==> config.mk <==
export PLATFORM = sky130hd
export DESIGN_NAME = fasta_stream_validator
export DESIGN_NICKNAME = d
export VERILOG_FILES = /design/src/rtl/fsv_pkg.sv /design/src/rtl/fsv_classify.sv /design/src/rtl/fasta_stream_validator.sv
export SDC_FILE = /design/constraint.sdc
export NUM_CORES = 1
export LEC_CHECK = 0
export ABC_CLOCK_PERIOD_IN_PS = 5100
export BUFFER_PORTS_ARGS = -buffer_cell sky130_fd_sc_hd__buf_4
export CORE_AREA = 2 2 55 57
export DETAILED_ROUTE_END_ITERATION = 12
export DIE_AREA = 0 0 57 59
export PLACE_DENSITY = 0.81
export SLEW_MARGIN = 20
export SYNTH_ARGS = -nofsm -noshare
export SYNTH_HDL_FRONTEND = slang
export SYNTH_HIERARCHICAL = 1
export SYNTH_SLANG_ARGS = --single-unit
export TNS_END_PERCENT = 5
==> constraint.sdc <==
create_clock -name clock -period 5.1 [get_ports clock]
set_input_delay 1.02 -clock clock [delete_from_list [all_inputs] [get_ports clock]]
set_output_delay 1.02 -clock clock [all_outputs]
set_load 0.05 [all_outputs]
==> src/rtl/fsv_pkg.sv <==
// Shared types and constants for the FASTA stream validator.
package fsv_pkg;

   localparam logic [7:0] CHAR_GT      = 8'h3E;   // '>'
   localparam logic [7:0] CHAR_NL      = 8'h0A;   // '\n'
   localparam logic [7:0] CHAR_A       = 8'h41;
   localparam logic [7:0] CHAR_C       = 8'h43;
   localparam logic [7:0] CHAR_G       = 8'h47;
   localparam logic [7:0] CHAR_T       = 8'h54;
   localparam logic [7:0] CHAR_N       = 8'h4E;
   localparam logic [7:0] CHAR_LOWER_A = 8'h61;
   localparam logic [7:0] CHAR_LOWER_Z = 8'h7A;
   localparam logic [7:0] CASE_OFFSET  = 8'h20;

   typedef enum logic [2:0] {
      KIND_DROP     = 3'd0,
      KIND_NAMEBYTE = 3'd1,
      KIND_NAMEDONE = 3'd2,
      KIND_BASE     = 3'd3,
      KIND_RECEND   = 3'd4,
      KIND_OK       = 3'd5,
      KIND_ERROR    = 3'd6
   } kind_type;

   // byte classification handed from the classifier to the parser
   typedef struct packed {
      logic       is_marker;   // '>'
      logic       is_newline;
      logic       is_base;     // ACGTN either case
      logic [7:0] base_upper;  // uppercase base, zero if not a base
   } byte_class_type;

endpackage

==> src/rtl/fsv_classify.sv <==
// Byte classifier: header marker, newline, and uppercase folding of bases.
module fsv_classify (
   input  logic [7:0]             text_byte,
   output fsv_pkg::byte_class_type byte_class
);

   logic [7:0] folded;

   always_comb begin
      folded = text_byte;
      if (text_byte >= fsv_pkg::CHAR_LOWER_A && text_byte <= fsv_pkg::CHAR_LOWER_Z) begin
         folded = text_byte - fsv_pkg::CASE_OFFSET;
      end

      byte_class.is_marker  = (text_byte == fsv_pkg::CHAR_GT);
      byte_class.is_newline = (text_byte == fsv_pkg::CHAR_NL);
      byte_class.is_base    = (folded == fsv_pkg::CHAR_A) || (folded == fsv_pkg::CHAR_C) ||
                              (folded == fsv_pkg::CHAR_G) || (folded == fsv_pkg::CHAR_T) ||
                              (folded == fsv_pkg::CHAR_N);
      byte_class.base_upper = byte_class.is_base ? folded : 8'd0;
   end

endmodule

==> src/rtl/fasta_stream_validator.sv <==
// Top level: FASTA stream validator with input register, parser and result register.
//
// Accepts one FASTA text byte per request on the req_ side (or an end-of-stream
// request with req_tuser set) and returns exactly one result per request on the
// rsp_ side, in order. Throughput is one request per clock while rsp_tready
// holds; a request is taken into the input register, and the parse step then
// loads the result register, where rsp_tvalid rises.
// The parse step is a small state
// machine (first marker, header name, sequence, finished, error) fed by a
// byte classifier; its state advances when a request moves from the input
// register into the result register, so consecutive bytes go back to back.
// The stream must open with '>', each header name must be non-empty, sequence
// bytes ACGTN in either case come out uppercase, sequence newlines are dropped, '>' in
// sequence closes the record, and a blank line or any other byte is a sticky
// error. rsp_tuser carries the result kind: 0 dropped, 1 name byte, 2 name
// done, 3 base, 4 record end, 5 stream ok, 6 error.
module fasta_stream_validator (
   input  logic       clock,
   input  logic       reset,
   // request channel
   input  logic       req_tvalid,
   output logic       req_tready,
   input  logic [7:0] req_tdata,   // [7:0] text_byte
   input  logic       req_tuser,   // [0] stream_end
   // result channel
   output logic       rsp_tvalid,
   input  logic       rsp_tready,
   output logic [7:0] rsp_tdata,   // [7:0] result_value
   output logic [2:0] rsp_tuser    // [2:0] result_kind
);

   typedef enum logic [2:0] {
      MODE_FIRST = 3'd0,
      MODE_NAME  = 3'd1,
      MODE_SEQ   = 3'd2,
      MODE_DONE  = 3'd3,
      MODE_ERR   = 3'd4
   } mode_type;

   // input register
   logic       in_valid_ff, in_valid_in;
   logic [7:0] in_byte_ff,  in_byte_in;
   logic       in_end_ff,   in_end_in;

   // parser state
   mode_type   mode_ff,      mode_in;
   logic       prev_nl_ff,   prev_nl_in;
   logic       name_seen_ff, name_seen_in;

   // result register
   logic             out_valid_ff, out_valid_in;
   fsv_pkg::kind_type out_kind_ff, out_kind_in;
   logic [7:0]       out_value_ff, out_value_in;

   fsv_pkg::byte_class_type byte_class;
   fsv_pkg::kind_type       kind;
   logic [7:0]              value;

   logic out_free;   // result register can take a new result this cycle
   logic advance;    // request moves from input register to result register

   fsv_classify u_classify (
      .text_byte  (in_byte_ff),
      .byte_class (byte_class)
   );

   assign out_free   = !out_valid_ff || rsp_tready;
   assign advance    = in_valid_ff && out_free;
   assign req_tready = !in_valid_ff || out_free;

   // parse step for the request held in the input register
   always_comb begin
      mode_in      = mode_ff;
      prev_nl_in   = prev_nl_ff;
      name_seen_in = name_seen_ff;
      kind         = fsv_pkg::KIND_DROP;
      value        = 8'd0;

      unique case (mode_ff)
         MODE_ERR: begin
            kind = fsv_pkg::KIND_ERROR;
         end
         MODE_DONE: begin
            kind = in_end_ff ? fsv_pkg::KIND_OK : fsv_pkg::KIND_DROP;
         end
         MODE_FIRST: begin
            if (!in_end_ff && byte_class.is_marker) begin
               mode_in      = MODE_NAME;
               name_seen_in = 1'b0;
            end else begin
               kind    = fsv_pkg::KIND_ERROR;
               mode_in = MODE_ERR;
            end
         end
         MODE_NAME: begin
            if (in_end_ff) begin
               if (name_seen_ff) begin
                  kind    = fsv_pkg::KIND_OK;
                  mode_in = MODE_DONE;
               end else begin
                  kind    = fsv_pkg::KIND_ERROR;
                  mode_in = MODE_ERR;
               end
            end else if (byte_class.is_newline) begin
               if (name_seen_ff) begin
                  kind       = fsv_pkg::KIND_NAMEDONE;
                  mode_in    = MODE_SEQ;
                  prev_nl_in = 1'b1;
               end else begin
                  kind    = fsv_pkg::KIND_ERROR;
                  mode_in = MODE_ERR;
               end
            end else begin
               kind         = fsv_pkg::KIND_NAMEBYTE;
               value        = in_byte_ff;
               name_seen_in = 1'b1;
            end
         end
         MODE_SEQ: begin
            if (in_end_ff) begin
               kind    = fsv_pkg::KIND_OK;
               mode_in = MODE_DONE;
            end else if (byte_class.is_newline) begin
               if (prev_nl_ff) begin
                  // blank line
                  kind    = fsv_pkg::KIND_ERROR;
                  mode_in = MODE_ERR;
               end else begin
                  prev_nl_in = 1'b1;
               end
            end else if (byte_class.is_marker) begin
               kind         = fsv_pkg::KIND_RECEND;
               mode_in      = MODE_NAME;
               name_seen_in = 1'b0;
               prev_nl_in   = 1'b0;
            end else if (byte_class.is_base) begin
               kind       = fsv_pkg::KIND_BASE;
               value      = byte_class.base_upper;
               prev_nl_in = 1'b0;
            end else begin
               kind    = fsv_pkg::KIND_ERROR;
               mode_in = MODE_ERR;
            end
         end
         default: begin
            kind    = fsv_pkg::KIND_ERROR;
            mode_in = MODE_ERR;
         end
      endcase
   end

   // register next values
   always_comb begin
      in_valid_in  = in_valid_ff;
      in_byte_in   = in_byte_ff;
      in_end_in    = in_end_ff;
      out_valid_in = out_valid_ff;
      out_kind_in  = out_kind_ff;
      out_value_in = out_value_ff;

      if (out_valid_ff && rsp_tready) begin
         out_valid_in = 1'b0;
      end
      if (advance) begin
         out_valid_in = 1'b1;
         out_kind_in  = kind;
         out_value_in = value;
         in_valid_in  = 1'b0;
      end
      if (req_tvalid && req_tready) begin
         in_valid_in = 1'b1;
         in_byte_in  = req_tdata;
         in_end_in   = req_tuser;
      end
   end

   always_ff @(posedge clock) begin
      if (reset) begin
         in_valid_ff  <= 1'b0;
         out_valid_ff <= 1'b0;
         mode_ff      <= MODE_FIRST;
         prev_nl_ff   <= 1'b0;
         name_seen_ff <= 1'b0;
      end else begin
         in_valid_ff  <= in_valid_in;
         out_valid_ff <= out_valid_in;
         if (advance) begin
            mode_ff      <= mode_in;
            prev_nl_ff   <= prev_nl_in;
            name_seen_ff <= name_seen_in;
         end
      end
      in_byte_ff   <= in_byte_in;
      in_end_ff    <= in_end_in;
      out_kind_ff  <= out_kind_in;
      out_value_ff <= out_value_in;
   end

   assign rsp_tvalid = out_valid_ff;
   assign rsp_tdata  = out_value_ff;
   assign rsp_tuser  = out_kind_ff;

endmodule
### Word-level counts from Yosys, hierarchy flattened

Index checks and enable logic that the tools add are counted.
W data, S select, Z words.

| operators by class | value |
|---|---|
| muxes and demuxes | 50 |
| magnitude comparators | 2 |
| bitwise operators | 1 |
| reduce and logical (&&, ||, !) cells | 23 |
| equality and inequality tests | 23 |
| add/subtract/negate cells | 1 |

Operators with widths:

| cell | number |
|---|---|
| $mux W3 | 20 |
| $mux W8 | 7 |
| $eq A8 B7 Y1 const B | 5 |
| $pmux W3 S4 | 2 |
| $mux W1 | 17 |
| $ne A2 B2 Y1 const B | 8 |
| $pmux W8 S2 | 1 |
| $eq A8 B4 Y1 const B | 1 |
| $eq A8 B6 Y1 const B | 1 |
| $ge A8 B7 Y1 const B | 1 |
| $le A8 B7 Y1 const B | 1 |
| $ne A4 B4 Y1 const B | 2 |
| $reduce_and A8 Y1 | 1 |
| $sub A8 B6 Y8 const B | 1 |
| $reduce_and A7 Y1 | 1 |
| $eq A3 B2 Y1 const B | 2 |
| $logic_or A1 B1 Y1 | 6 |
| $reduce_bool A2 Y1 | 3 |
| $logic_and A1 B1 Y1 | 5 |
| $ne A5 B5 Y1 const B | 1 |
| $reduce_and A5 Y1 | 1 |
| $eq A3 B1 Y1 const B | 1 |
| $eq A3 B3 Y1 const B | 1 |
| $logic_not A1 Y1 | 3 |
| 8 further kinds | 8 |

| storage, ports and cells | value |
|---|---|
| output and inout bits | 13 |
| register bits | 27 |
| word-level logic and storage cells | 109 |
| bits of input ports | 13 |

### Depth between registers and ports, before layout

| logic depth | value |
|---|---|
| depth after elaboration | 13 |
| mapped depth | 9 |
| depth with buffers taken out | 9 |

### Modules after synthesis

Netlist, hierarchy kept.

By module, submodules not included:

| module | cells an instance | area an instance (µm²) | instances |
|---|---|---|---|
| fasta_stream_validator | 109 | 1341.3 | 1 |
| fsv_classify | 36 | 250.2 | 1 |

### Worst setup path after synthesis

Ideal clock, no wire load.

| timing path | value |
|---|---|
| kind | input-to-output |
| start | in rsp_tready |
| end | out req_tready |
| buffers on the path | 0 |
| setup slack | 2.463 ns |
| cell stages on the path | 2 |
| required time | 4.080 ns |
| data arrival time | 1.617 ns |
| path through | nor2b_1 nand2_1 |

| on the way | value |
|---|---|
| longest elaborated chain between the ends | 2 |

Ends and longest elaborated chain:

| element | RTL line | RTL |
|---|---|---|
| start, declared | fasta_stream_validator.sv:27 | `input logic rsp_tready,` |
| $logic_or A1 B1 Y1 | fasta_stream_validator.sv:67 | `assign out_free = !out_valid_ff \|\| rsp_tready;` |
| $logic_or A1 B1 Y1 | fasta_stream_validator.sv:69 | `assign req_tready = !in_valid_ff \|\| out_free;` |
| end, declared | fasta_stream_validator.sv:22 | `output logic req_tready,` |

Every way passes these cells.

### Final worst setup path

Same ends and word-level chain as after synthesis.

==> impl_metrics.env <==
export IMPL_critical_path_buf_inv_count=2
export IMPL_cpMostUsedCell="buf_4"
export IMPL_fin_crit_sh_pct=53.9
export IMPL_dp_cells=194
export IMPL_vdd_drop_max_v=0.000190
export IMPL_leakage_nw=0.682
export IMPL_vias=1206
export IMPL_place_congestion=0.839
export IMPL_critPathLaunch="rsp_tready"
export IMPL_rsz0062_at_grt="false"
export IMPL_clkPwrFrac_pct=22.9
export IMPL_cts_setup_buffers=0
export IMPL_io_buffer_count=25
export IMPL_path_delay_family="simple AND/OR/NAND/NOR gates"
export IMPL_yosysTopAreaCell="edfxtp_1"
export IMPL_syn2layout_area_growth_pct=12.3
export IMPL_crit_fanout=5
export IMPL_n_antenna_cell=0
export IMPL_hold_violations=0
export IMPL_fin_nets=182
export IMPL_synthAdderAreaFrac_pct=0.786
export IMPL_syn_cell_area_um2=1590
export IMPL_synth_edf_count=20
export IMPL_drc=0
export IMPL_slew_headroom_pct=63.7
export IMPL_grt_pass1_wl_um=5280
export IMPL_startpoint_type="primary input"
export IMPL_power_share_combinational_pct=12.7
export IMPL_worstSetupPathType="in -> out"
export IMPL_syn_area_per_cell_um2=11.0
export IMPL_h_tree_depth=1
export IMPL_final_cells=198
export IMPL_finalSetupViolations=0
export IMPL_seq_power_share_pct=64.3
export IMPL_finalWorstSetupSlack_ps=2350
export IMPL_post_place_ws_ps=2340
export IMPL_post_cts_resized=0
export IMPL_clockBufferDepth=2
export IMPL_ant_nets=0
export IMPL_arrival_ps=1730
export IMPL_yosysSeqAreaShare_pct=46.5
export IMPL_synth_top_family_by_area="simple AND/OR/NAND/NOR gates"
export IMPL_io_pin_count=26
export IMPL_cts_tree="yes"
export IMPL_max_stage_delay_ps=280
export IMPL_path_clk_slew_ps=140
export IMPL_grt_usage_pct=19.9
export IMPL_ys_ff_latch=27
export IMPL_yosysUniqueCellTypes=58
export IMPL_antenna_found_initial=0
export IMPL_power_switching_uw=103
export IMPL_die_x_um=57
export IMPL_slew_viol_final=0
export IMPL_dr_pass1_iters=4
export IMPL_grt_max_degree=16
export IMPL_synth_compound_area_share_pct=21.0
export IMPL_drt_iter0_markers=51
export IMPL_synth_flop_cell="edfxtp_1"
export IMPL_worstMarginPinSlew_ps=543
export IMPL_num_fill_cells=222
export IMPL_dp_hpwl_um=2220
export IMPL_dieHeight_um=59
export IMPL_core_um2=2710
export IMPL_power_internal_uw=295
export IMPL_cp_end_kind="primary output"
export IMPL_first_global_vias=1173
export IMPL_yosys_top_cells_count="20 x edfxtp_1, 10 x nor2_1, 9 x a21oi_1, 9 x inv_1"
export IMPL_yosysWarningCount=6
export IMPL_ctsHoldBuffers=0
export IMPL_avgViaCountPerCell=6.09
export IMPL_regToRegSetupSlack_ps=2480
export IMPL_slowest_stage="nor2b_1"
export IMPL_maxCapViolations=0
export IMPL_async_flop_share_pct=0
export IMPL_netlist_instances=145
export IMPL_min_from="prev_nl_ff"
export IMPL_fmax_mhz=364
export IMPL_post_route_cell_area_um2=1790
export IMPL_worst_ep_required_time_ps=4080
export IMPL_power_per_cell_area_nw_per_um2=223
export IMPL_synth_top_cell_area_share_pct=37.7
export IMPL_synth_most_common_cell="edfxtp_1"
export IMPL_worstHoldPathType="reg -> reg"
export IMPL_row_count=19
export IMPL_fin_crit_ps=2750
export IMPL_wl_um=3050
export IMPL_wl_per_cell_um=15.4
export IMPL_crit_chain="buf_4, nor2b_1, nand2_1, buf_4"
export IMPL_synth_mux_area_fraction_pct=0.629
export IMPL_worstReg2RegStart="in_byte_ff[5]"
export IMPL_synth_simple_area_share_pct=24.2
export IMPL_swShare_pct=26.0
export IMPL_dieArea_um2=3360
export IMPL_finalSetupTns_ps=0
export IMPL_drive_gt1_share_pct=29.3
export IMPL_clock_sinks=27
export IMPL_placed_cell_area_um2=1760
export IMPL_synth_xor_area_share_pct=0
export IMPL_clock_latency_ps=320
export IMPL_initial_core_util_pct=58.7
export IMPL_numCtsBuffers=3
export IMPL_root_buffer="clkbuf_4"
export IMPL_finalClockSkew_ps=1.89
export IMPL_overflow=0
export IMPL_synthTopCellsByArea="edfxtp_1 38%, dfxtp_1 8.8%, a22o_1 4.4%, a21oi_1 2.8%, nor2_1 2.4%"
export IMPL_status="finished, final reports clean"
kinds of logic (layout without fill, tap and decap cells):
group,after synthesis,in the layout
adder cells (fa/ha/maj),1,1
AND/OR/NAND/NOR,53,53
multiplexers,1,1
AO/OA/AOI/OAI,43,43
other,1,2
flip-flops,27,27
buffers and inverters,19,40
sequential cells by signal, summed over array words and instances (netlist names):
signal / count
rsp_tdata: 8
name_seen_ff: 1
mode_ff: 3
rsp_tvalid: 1
prev_nl_ff: 1
in_valid_ff: 1
in_end_ff: 1
in_byte_ff: 8
rsp_tuser: 3
metrics by stage:
| step | utilization, % | power [mW] | hold slack (ps) |
|---|---|---|---|
| 6_report | 66.0 | 0.398 | 490 |
| 3_3_place_gp | 65.0 | 0.308 | 452 |
| 4_1_cts | 66.0 | 0.403 | 493 |
| 3_5_place_dp | 65.0 | 0.311 | 459 |
| 2_1_floorplan | - | 0.296 | 441 |
| 5_1_grt | 66.0 | 0.416 | 525 |
area by class of cell:
class / count / area, um^2 / area share [%]
clock buffer: 4 / 26.3 / 1.47
inverter: 10 / 37.5 / 2.10
multi-input combinational: 100 / 749 / 41.9
sequential: 27 / 741 / 41.4
tap: 31 / 38.8 / 2.17
timing repair buffer: 26 / 195 / 10.9
final timing paths:
| kind | cells after the start | endpoint |
|---|---|---|
| worst max-delay path | 4 | req_tready |
| worst min-delay path | 1 | prev_nl_ff |
| worst max register to register | 9 | mode_ff[2] |
| worst min register to register | 1 | prev_nl_ff |
placed cells by master (no fill, tap or decap), types with 3 or more instances in the layout:
cell / instances
buf_4: 26
edfxtp_1: 20
nor2_1: 10
inv_1: 9
a21oi_1: 9
nand2_1: 8
a22o_1: 8
dfxtp_1: 7
nand3b_1: 4
o21ai_0: 4
nor3_1: 3
clkbuf_4: 3
nand3_1: 3
power by group through the flow:
stage | logic, mW | clock network (mW) | registers [mW]
2_1_floorplan | 0.0287 | 0 | 0.267
3_3_place_gp | 0.0487 | 0 | 0.259
5_1_grt | 0.0548 | 0.104 | 0.258
3_5_place_dp | 0.0507 | 0 | 0.261
6_report | 0.0507 | 0.0912 | 0.256
4_1_cts | 0.0509 | 0.0959 | 0.256
metal layers:
layer | vias up | global-route usage (%) | part of all wire [%]
met5 | - | 0 | 0
met4 | 0 | 6.64 | 1.3
met3 | 6 | 2.18 | 4.3
met2 | 44 | 36.3 | 52
met1 | 569 | 24.9 | 43
li1 | 587 | - | -
(Power assumes the default switching activity.)
